## src/rtl/cdc_pkg.sv

```systemverilog
`default_nettype none
package cdc_pkg;

	localparam int MAX_TAPS_DEF    = 32;
	localparam int SAMPLE_BITS_DEF = 16;
	localparam int ACC_W           = 38;
	localparam int TAP_INDEX_W     = 5;
	localparam int XLEN_W          = 6;
	localparam int QUEUE_DEPTH     = 2;
	localparam int APB_DATA_W      = 32;
	localparam int APB_ADDR_W      = 2;

	localparam logic [APB_ADDR_W-1:0] REG_X_LENGTH = 2'd0;
	localparam logic [XLEN_W-1:0]     XLEN_RESET   = 6'd1;

	typedef enum logic [1:0] {
		CMD_TAP,
		CMD_SAMPLE,
		CMD_FINAL
	} cmd_kind_t;

	typedef struct packed {
		cmd_kind_t              kind;
		logic [TAP_INDEX_W-1:0] tap_index;
	} cmd_t;

	typedef enum logic [1:0] {
		ST_IDLE,
		ST_MAC,
		ST_DRAIN,
		ST_EMIT
	} back_state_t;

	typedef struct packed {
		logic busy;
		logic flushing;
		logic hist_empty;
	} back_stat_t;

endpackage
`default_nettype wire

```

## src/rtl/cdc_queue.sv

```systemverilog
`default_nettype none
module cdc_queue #(
	parameter int WIDTH = 8,
	parameter int DEPTH = cdc_pkg::QUEUE_DEPTH
) (
	input  wire              clk,
	input  wire              arst_n,
	input  wire              push_valid,
	output logic             push_ready,
	input  wire [WIDTH-1:0]  push_data,
	output logic             pop_valid,
	input  wire              pop_ready,
	output logic [WIDTH-1:0] pop_data
);
	localparam int PW = (DEPTH > 1) ? $clog2(DEPTH) : 1;
	localparam int NW = $clog2(DEPTH + 1);

	logic [WIDTH-1:0] mem_q [DEPTH];
	logic [PW-1:0]    wr_q, rd_q;
	logic [NW-1:0]    cnt_q;
	logic             do_push, do_pop;

	assign push_ready = (cnt_q != NW'(DEPTH));
	assign pop_valid  = (cnt_q != '0);
	assign do_push    = push_valid && push_ready;
	assign do_pop     = pop_valid && pop_ready;
	assign pop_data   = mem_q[rd_q];

	always_ff @(posedge clk) begin
		if (do_push) begin
			mem_q[wr_q] <= push_data;
		end
	end

	always_ff @(posedge clk or negedge arst_n) begin
		if (!arst_n) begin
			wr_q  <= '0;
			rd_q  <= '0;
			cnt_q <= '0;
		end else begin
			if (do_push) begin
				wr_q <= (wr_q == PW'(DEPTH - 1)) ? '0 : wr_q + PW'(1);
			end
			if (do_pop) begin
				rd_q <= (rd_q == PW'(DEPTH - 1)) ? '0 : rd_q + PW'(1);
			end
			if (do_push && !do_pop) begin
				cnt_q <= cnt_q + NW'(1);
			end else if (do_pop && !do_push) begin
				cnt_q <= cnt_q - NW'(1);
			end
		end
	end
endmodule
`default_nettype wire

```

## config.mk

```make
export PLATFORM = sky130hd
export DESIGN_NAME = cdc_queue
export DESIGN_NICKNAME = d
export VERILOG_FILES = /design/src/rtl/cdc_pkg.sv /design/src/rtl/cdc_queue.sv
export SDC_FILE = /design/constraint.sdc
export NUM_CORES = 1
export LEC_CHECK = 0
export BUFFER_PORTS_ARGS = -buffer_cell sky130_fd_sc_hd__buf_2
export CAP_MARGIN = 10
export CORE_UTILIZATION = 48
export CTS_CLUSTER_SIZE = 24
export DETAILED_ROUTE_END_ITERATION = 8
export PLACE_DENSITY = 0.72
export SYNTH_ARGS = -nofsm -noshare
export SYNTH_HDL_FRONTEND = slang
export SYNTH_SLANG_ARGS = --single-unit
```

## constraint.sdc

```tcl
create_clock -name clk -period 1.7 [get_ports clk]
set_clock_uncertainty 0.2 [all_clocks]
set_input_delay 0.085 -clock clk [delete_from_list [all_inputs] [get_ports clk]]
set_output_delay 0.085 -clock clk [all_outputs]
set_load 0.02 [all_outputs]
```

==> results of run 1 <==
-- power groups by stage --
| stage | Sequential (mW) | Clock, mW | Combinational, mW |
|---|---|---|---|
| finish | 0.787 | 0.223 | 0.703 |
| detailed placement | 0.802 | 0 | 0.645 |
| global placement | 0.795 | 0 | 0.637 |
| CTS | 0.794 | 0.228 | 0.669 |
| floorplan | 0.745 | 0 | 0.511 |
| global route | 0.809 | 0.248 | 0.759 |
-- stage by stage --
| stage | setup slack (ns) | utilization |
|---|---|---|
| final | 0.0735 | 0.712 |
| after detailed placement | 0.0902 | 0.605 |
| after floorplan | 0.0847 | - |
| after CTS | 0.0606 | 0.702 |
| after global routing | -0.00217 | 0.712 |
| after global placement | 0.0978 | 0.605 |
-- cells in the final DEF, fill, tap and decap left out, types with 2 or more instances in the layout --
cell type       n
clkbuf_4        3
mux2_2          8
edfxtp_1       16
xor2_1          2
buf_4           4
xnor2_1         3
dlygate4sd3_1  12
nor2_1          2
buf_2          21
dfrtp_1         3
-- sequential cells by signal, summed over array words and instances, names as in the netlist --
name and cells:
rd_q 1, wr_q 1, mem_q 16, cnt_q 2
-- timing repair --
action	4_1_cts	5_1_grt
endpoints found under the setup margin	8	1
hold buffers	12	0
resized for setup	1	0
endpoints found under the hold margin	22	0
buffers inserted	0	2
-- layout make-up --
class / instances / area, µm²
Clock buffer: 4 / 26.3
Fill cell: 111 / 439
Inverter: 1 / 3.75
Multi-Input combinational cell: 21 / 198
Sequential cell: 20 / 582
Tap cell: 16 / 20.0
Timing Repair Buffer: 37 / 255
-- kinds of logic after synthesis --
logic type                 count (synthesis)
DFF                                       20
adders and majority gates                  1
buffers and inverters                      2
xor gates and xnor gates                   5
and+or+nand+nor                            7
muxes                                      8
-- metal layers --
| layer | share of wire | up-vias | wire length [µm] |
|---|---|---|---|
| li1 | - | 237 | - |
| met1 | 0.40 | 237 | 518 |
| met2 | 0.57 | 10 | 733 |
| met3 | 0.027 | 2 | 35 |
| met4 | 0.0069 | 0 | 9 |
| met5 | 0 | - | 0 |
-- worst paths after layout --
check	start	to	slack, ns	depth (start not counted)
min in group asynchronous	arst_n	cnt_q[1]$_DFFE_PN0P_	0.51	3
worst min register to register	wr_q$_DFFE_PN0P_	wr_q$_DFFE_PN0P_	0.30	1
worst min-delay path	wr_q$_DFFE_PN0P_	wr_q$_DFFE_PN0P_	0.30	1
worst max-delay path	cnt_q[0]$_DFFE_PN0P_	cnt_q[1]$_DFFE_PN0P_	0.07	6
max in group asynchronous	arst_n	rd_q$_DFFE_PN0P_	0.60	3
worst max register to register	cnt_q[0]$_DFFE_PN0P_	cnt_q[1]$_DFFE_PN0P_	0.07	6
==> results.yml, run 1 <==
status:
  status: "complete, no violations"
floorplan:
  start_util: 0.516
  num_rows: 14
  die_h_um: 42.5
  ioPinCount: 22
  core_area_um2: 1520
  dieArea_um2: 1810
  die_w_um: 42.5
worst_setup_path:
  cp-end-kind: "register"
  critPathMaxFanout: 4
  cpPeakStageDelay_ns: 0.42
  start_kind: "register"
  arrival_ns: 1.64
  path_class: "reg2reg"
  required_ns: 1.71
  path_buf_inv: 1
  cp_cell_sequence: "nand2b_4 > nand2_1 > inv_1 > ha_1 > nor2_1 > xor2_1"
  crit_path_top_delay_cell: "dfrtp_1"
  cp_top_family: "flip-flops"
timing:
  timing.fmax_ghz: 0.615
  tightestPinTransition_ns: 0.386
  finalSetupTns_ns: 0
  fin_crit_sh: 0.957
  finalCriticalPeriod_ns: 1.63
  drv_slew: 0
  hold_viol: 0
  setup_viol: 0
  whs_ns: 0.304
  relSlewSlack: 0.743
synthesis:
  synth.most_common_cell: "edfxtp_1"
  yosys_warnings: 0
  synth_top_family_by_area: "multiplexers"
  yosys.area_share.simple: 0.0652
  synth_top_area_frac: 0.610
  syn-num-nets: 56
  synthArstFlopShare: 0.200
  synthXorXnorAreaFrac: 0.0556
  synth.area.top_cells: "edfxtp_1, dfrtp_1, mux2_2, xnor2_1, xor2_1"
  synth_area_um2: 787
  synth_edf_count: 16
  yosysTopAreaCell: "edfxtp_1"
  synth_cells: 43
  ys_ff_latch: 20
  yosys.area_share.adder: 0.0159
  ys_seq_area_frac: 0.738
  synth.distinct_cells: 14
  postSynthAreaPerCell_um2: 18.3
  muxShareOfSynthArea: 0.114
  synthTopCellsByCount: "edfxtp_1, mux2_2, dfrtp_1, xnor2_1"
  synth_compound_area_frac: 0
  synth_ff_type: "edfxtp_1"
clock_tree:
  clk_path_buf_depth: 2
  clk_latency_ns: 0.28
  clock_sinks: 20
  cts_buffers: 3
  root_buffer: "clkbuf_4"
  cts_tree: "built"
  path_clk_slew_ns: 0.10
  cts_max_level: 1
power:
  p_int_mw: 1.13
  p_sw_frac: 0.339
  seq_power_share: 0.459
  p_per_area_nw_per_um2: 1580
  p_total_mw: 1.71
  pwr-share-clk: 0.130
  irDropWorstVdd_uv: 1040
  switchingPower_mw: 0.581
  combPwrFrac: 0.410
  p_leak_nw: 0.453
finish:
  antenna_cells: 0
  drive_above_1_share: 0.482
  fin_nets: 97
  final_cells: 99
  design_area_um2: 1080
  syn2layout_area_growth_pct: 37.8
grt:
  grt_use_total: 0.167
  grt_use_met3: 0.0388
  grt.met1_usage: 0.174
  grt_pass1_wl_um: 2140
  grt.busiest_layer: "met2"
  grt_pass1_vias: 542
  grt-ovfl-total: 0
  use_met2: 0.320
  antenna_found_initial: 0
  grt_start_max_net_pins: 12
detailed_routing:
  drt_iter0_markers: 3
  post_drt_wl_per_cell_um: 13.1
  drc: 0
  via_per_inst: 4.91
  ant_nets: 0
  vias: 486
  first_pass_iters: 2
  drt-total-wl_um: 1300
place:
  place_area_um2: 922
  dp_hpwl_um: 835
  numPortBuffers: 21
  gp_congestion: 0.664
  dp_cells: 81
hold_path:
  min_path_type: "reg2reg"
run:
  drv_cap: 0
No activity file was read; power rests on OpenSTA's default activity.
==> run 2, diff against run 1 <==
ABC_CLOCK_PERIOD_IN_PS = 1700   (was not set)
CORE_UTILIZATION = 52   (was 48)
CTS_BUF_LIST = sky130_fd_sc_hd__clkbuf_8   (was not set)
PLACE_DENSITY = 0.78   (was 0.72)
==> results.yml, run 2 (synthesis gave the netlist of run 1 again) <==
clock_tree:
  cts_buffers: 3
  clock_sinks: 20
  path_clk_slew_ns: 0.08
  root_buffer: "clkbuf_8"
  cts_max_level: 1
  cts_setup_buffers: 0
  clk_path_buf_depth: 2
  cts_tree: "built"
  clk_latency_ns: 0.26
grt:
  grt_pass1_wl_um: 2620
  grt-ovfl-total: 0
  grt_start_max_net_pins: 13
  grt_pass1_vias: 524
  antenna_found_initial: 0
  grt_use_total: 0.264
timing:
  worst_slack_ns: 0.0290
  fin_crit_sh: 0.983
  timing.fmax_ghz: 0.598
  finalCriticalPeriod_ns: 1.67
  drv_slew: 0
  tightestPinTransition_ns: 0.402
  setup_viol: 0
  relSlewSlack: 0.732
  hold_viol: 0
finish:
  drive_above_1_share: 0.543
  fin_nets: 95
  final_cells: 96
  largest_register_ffs: 16
  fillCellCount: 65
  final_common_cell: "buf_2"
  top_register: "mem_q"
  syn2layout_area_growth_pct: 43.9
  largestRegisters: "mem_q (16), cnt_q (2)"
  final_cell_mix: "buf_2, edfxtp_1, dlygate4sd3_1, mux2_2"
  antenna_cells: 0
worst_setup_path:
  crit_path_top_delay_cell: "dfrtp_2"
  critPathMaxFanout: 4
  cp-end-kind: "register"
  start_kind: "register"
  required_ns: 1.68
  cpPeakStageDelay_ns: 0.44
  arrival_ns: 1.65
  path_class: "reg2reg"
  cp_cell_sequence: "nand2b_4 > nand2_2 > inv_2 > ha_4 > xor2_1 > nor2_2 > xor2_1"
  path_common_cell: "xor2_1"
detailed_routing:
  post_drt_wl_per_cell_um: 19.3
  ant_nets: 0
  vias: 510
  drc: 0
  drt-total-wl_um: 1860
  drt_iter0_markers: 16
  via_per_inst: 5.31
  first_pass_iters: 2
floorplan:
  die_h_um: 40.9
  num_rows: 13
  dieArea_um2: 1670
  core_area_um2: 1350
  start_util: 0.583
  ioPinCount: 22
  die_w_um: 40.9
place:
  numPortBuffers: 21
  pre_cts_ws_ns: 0.0546
  dp_hpwl_um: 927
  dp_cells: 80
  gp_congestion: 0.612
power:
  p_leak_nw: 0.461
  p_total_mw: 2.03
  irDropWorstVdd_uv: 1400
  p_per_area_nw_per_um2: 1790
run:
  drv_cap: 0
status:
  status: "complete, no violations"
hold_path:
  min_path_type: "reg2reg"
[run 2: cell count changes in the layout (fill, tap and decap cells not counted), sizes merged]
| cell | previous run | this run |
|---|---|---|
| buf | 25 | 23 |
| bufinv | 0 | 1 |
| clkbuf | 4 | 3 |
[run 2: layout make-up]
class / count / area (µm²) / share of cell area
Sequential cell: 20 / 583 / 0.515
Inverter: 1 / 3.75 / 0.00331
Clock buffer: 3 / 41.3 / 0.0365
Timing Repair Buffer: 35 / 240 / 0.212
Tap cell: 15 / 18.8 / 0.0166
Clock inverter: 1 / 30.0 / 0.0265
Multi-Input combinational cell: 21 / 215 / 0.190
[run 2: final timing paths]
path / to / slack (ns) / start / depth (start not counted)
worst min-delay path: wr_q$_DFFE_PN0P_ / 0.33 / wr_q$_DFFE_PN0P_ / 1
worst max-delay path: cnt_q[1]$_DFFE_PN0P_ / 0.03 / cnt_q[0]$_DFFE_PN0P_ / 7
min in group asynchronous: cnt_q[1]$_DFFE_PN0P_ / 0.55 / arst_n / 3
worst max register to register: cnt_q[1]$_DFFE_PN0P_ / 0.03 / cnt_q[0]$_DFFE_PN0P_ / 7
max in group asynchronous: cnt_q[0]$_DFFE_PN0P_ / 0.53 / arst_n / 3
worst min register to register: wr_q$_DFFE_PN0P_ / 0.33 / wr_q$_DFFE_PN0P_ / 1
[run 2: metrics by stage]
step | hold slack [ns] | cell area, µm² | setup TNS, ns | util
after global placement | -0.303 | 921 | 0 | 0.682
final | 0.326 | 1130 | 0 | 0.839
after global routing | 0.325 | 1130 | -0.0273 | 0.839
after CTS | 0.318 | 1110 | 0 | 0.824
after floorplan | -0.411 | 787 | 0 | -
after detailed placement | -0.300 | 921 | 0 | 0.682
[run 2: routing by layer]
metal  up-vias  track usage  part of all wire
met3         4       0.0870             0.037
met1       254        0.341              0.42
li1        230            -                 -
met5         -            0                 0
met4         0       0.0667             0.020
met2        22        0.426              0.52
[run 2: report_power, final]
part	internal [mW]	leakage [nW]	switching [mW]	total [mW]
sequential	0.691	0.193	0.121	0.812
clock	0.314	0.0357	0.156	0.470
combinational	0.351	0.232	0.395	0.746
[run 2: worst max-delay path, delay by kind of cell, from the launching register on]
kind          cells  cell delay, ns
xor+xnor          2            0.33
fa+ha+maj         1            0.16
buf+inv           1            0.06
flops             1            0.44
simple gates      3            0.40
[run 2: repair_timing]
item	in CTS	in global routing
gates resized for setup	0	6
hold buffers	12	0
endpoints found under the hold margin	22	0
endpoints found under the setup margin	0	9
==> run 3, diff against run 2 <==
REMOVE_ABC_BUFFERS = 1   (was not set)
==> results.yml, run 3 (synthesis gave the netlist of run 1 again) <==
status:
  status: "complete, no violations"
worst_setup_path:
  crit_path_top_delay_cell: "dfrtp_1"
  required_ns: 1.63
  cp_cell_sequence: "or2_4 > nand2_4 > ha_1 > xor2_1 > nor2_1 > xor2_1"
  arrival_ns: 1.56
  path_class: "reg2reg"
  reg2reg_to: "cnt_q[1]$_DFFE_PN0P_"
  start_kind: "register"
  path_common_cell: "xor2_1"
  critPathMaxFanout: 4
  r2r_cells: 6
  cp-end-kind: "register"
  ff2ff_setup_slack_ns: 0.07
  cpPeakStageDelay_ns: 0.42
  r2r-start: "cnt_q[0]$_DFFE_PN0P_"
power:
  p_sw_frac: 0.334
  p_per_area_nw_per_um2: 1630
  p_int_mw: 1.19
  p_leak_nw: 0.455
  p_total_mw: 1.78
  irDropWorstVdd_uv: 1400
  seq_power_share: 0.445
  combPwrFrac: 0.392
  switchingPower_mw: 0.595
  pwr-share-clk: 0.163
detailed_routing:
  via_per_inst: 5.10
  drt_iter0_markers: 4
  post_drt_wl_per_cell_um: 14.6
  drc: 0
  first_pass_iters: 4
  ant_nets: 0
  vias: 490
  drt-total-wl_um: 1400
finish:
  fin_util: 0.810
  design_area_um2: 1090
  fillCellCount: 79
  final_common_cell: "buf_2"
  largest_register_ffs: 16
  fin_nets: 96
  antenna_cells: 0
  drive_above_1_share: 0.494
  largestRegisters: "mem_q (16), cnt_q (2)"
  final_cell_mix: "buf_2, edfxtp_1, dlygate4sd3_1, mux2_2"
  top_register: "mem_q"
  final_cells: 96
  syn2layout_area_growth_pct: 39.0
place:
  dp_hpwl_um: 840
  place_area_um2: 921
  dp_cells: 80
  pre_cts_ws_ns: 0.0669
  gp_congestion: 0.616
  numPortBuffers: 21
run:
  drv_cap: 0
timing:
  finalCriticalPeriod_ns: 1.63
  drv_slew: 0
  timing.fmax_ghz: 0.612
  fin_crit_sh: 0.961
  tightestPinTransition_ns: 0.353
  worst_slack_ns: 0.0663
  hold_viol: 0
  setup_viol: 0
  relSlewSlack: 0.764
floorplan:
  dieArea_um2: 1670
  ioPinCount: 22
  die_w_um: 40.9
  start_util: 0.583
  core_area_um2: 1350
  die_h_um: 40.9
  num_rows: 13
hold_path:
  holdPathEnd: "wr_q$_DFFE_PN0P_"
  min_from: "wr_q$_DFFE_PN0P_"
  min_path_cells: 1
  min_path_type: "reg2reg"
clock_tree:
  cts_max_level: 1
  clock_sinks: 20
  root_buffer: "clkbuf_8"
  cts_buffers: 3
  cts_tree: "built"
  clk_path_buf_depth: 2
  path_clk_slew_ns: 0.07
  clk_latency_ns: 0.25
grt:
  grt_pass1_wl_um: 1990
  grt_start_max_net_pins: 11
  grt_use_total: 0.194
  grt_pass1_vias: 466
  antenna_found_initial: 0
  grt-ovfl-total: 0
## run 3: cell types whose count changed in the layout (fill, tap and decap cells not counted), sizes merged
cell | before | now
bufinv | 1 | 0
buf | 23 | 24
## run 3: final cells by class
class                           count  area [µm²]  area share
Clock buffer                        3        41.3      0.0378
Inverter                            1        3.75     0.00343
Multi-Input combinational cell     21         200       0.183
Sequential cell                    20         582       0.532
Tap cell                           15        18.8      0.0172
Timing Repair Buffer               36         248       0.227
## run 3: critical path, delay by kind of cell (launching register included)
| family | cells | cell delay [ns] |
|---|---|---|
| DFF | 1 | 0.42 |
| xor gates and xnor gates | 2 | 0.31 |
| adders and majority gates | 1 | 0.15 |
| and+or+nand+nor | 3 | 0.44 |
## run 3: repair_timing
action / in CTS / in global routing
endpoints found under the hold margin: 22 / 0
hold buffers: 12 / 0
resized for setup: 0 / 2
endpoints found under the setup margin: 0 / 6
buffers inserted: 0 / 1
## run 3: worst max path at each step
stage | start | endpoint | slack, ns | depth (start not counted)
floorplan | cnt_q[0]$_DFFE_PN0P_ | mem_q[0][0]$_DFFE_PP_ | 0.08 | 3
global placement | cnt_q[0]$_DFFE_PN0P_ | cnt_q[1]$_DFFE_PN0P_ | 0.11 | 6
detailed placement | cnt_q[0]$_DFFE_PN0P_ | cnt_q[1]$_DFFE_PN0P_ | 0.07 | 6
CTS | cnt_q[0]$_DFFE_PN0P_ | cnt_q[1]$_DFFE_PN0P_ | 0.05 | 6
global route | cnt_q[0]$_DFFE_PN0P_ | cnt_q[1]$_DFFE_PN0P_ | -0.03 | 7
finish | cnt_q[0]$_DFFE_PN0P_ | cnt_q[1]$_DFFE_PN0P_ | 0.07 | 6
## run 3: metal layers
layer	GRT usage	share of wire	up-vias
met3	0.0489	0.031	0
met1	0.213	0.46	242
met4	0.0750	0	0
met2	0.352	0.51	17
li1	-	-	231
met5	0	0	-
## run 3: power groups by stage
stage          registers (mW)  clock network, mW  logic (mW)
6_report                0.794              0.291       0.698
5_1_grt                 0.811              0.307       0.759
4_1_cts                 0.793              0.293       0.666
3_5_place_dp            0.800                  0       0.642
3_3_place_gp            0.796                  0       0.633
2_1_floorplan           0.774                  0       0.473
## run 3: through the flow
step,setup TNS [ns],hold slack [ns]
after detailed placement,0,-0.298
after CTS,0,0.297
final,0,0.296
after global placement,0,-0.301
after floorplan,0,-0.411
after global routing,-0.0269,0.317
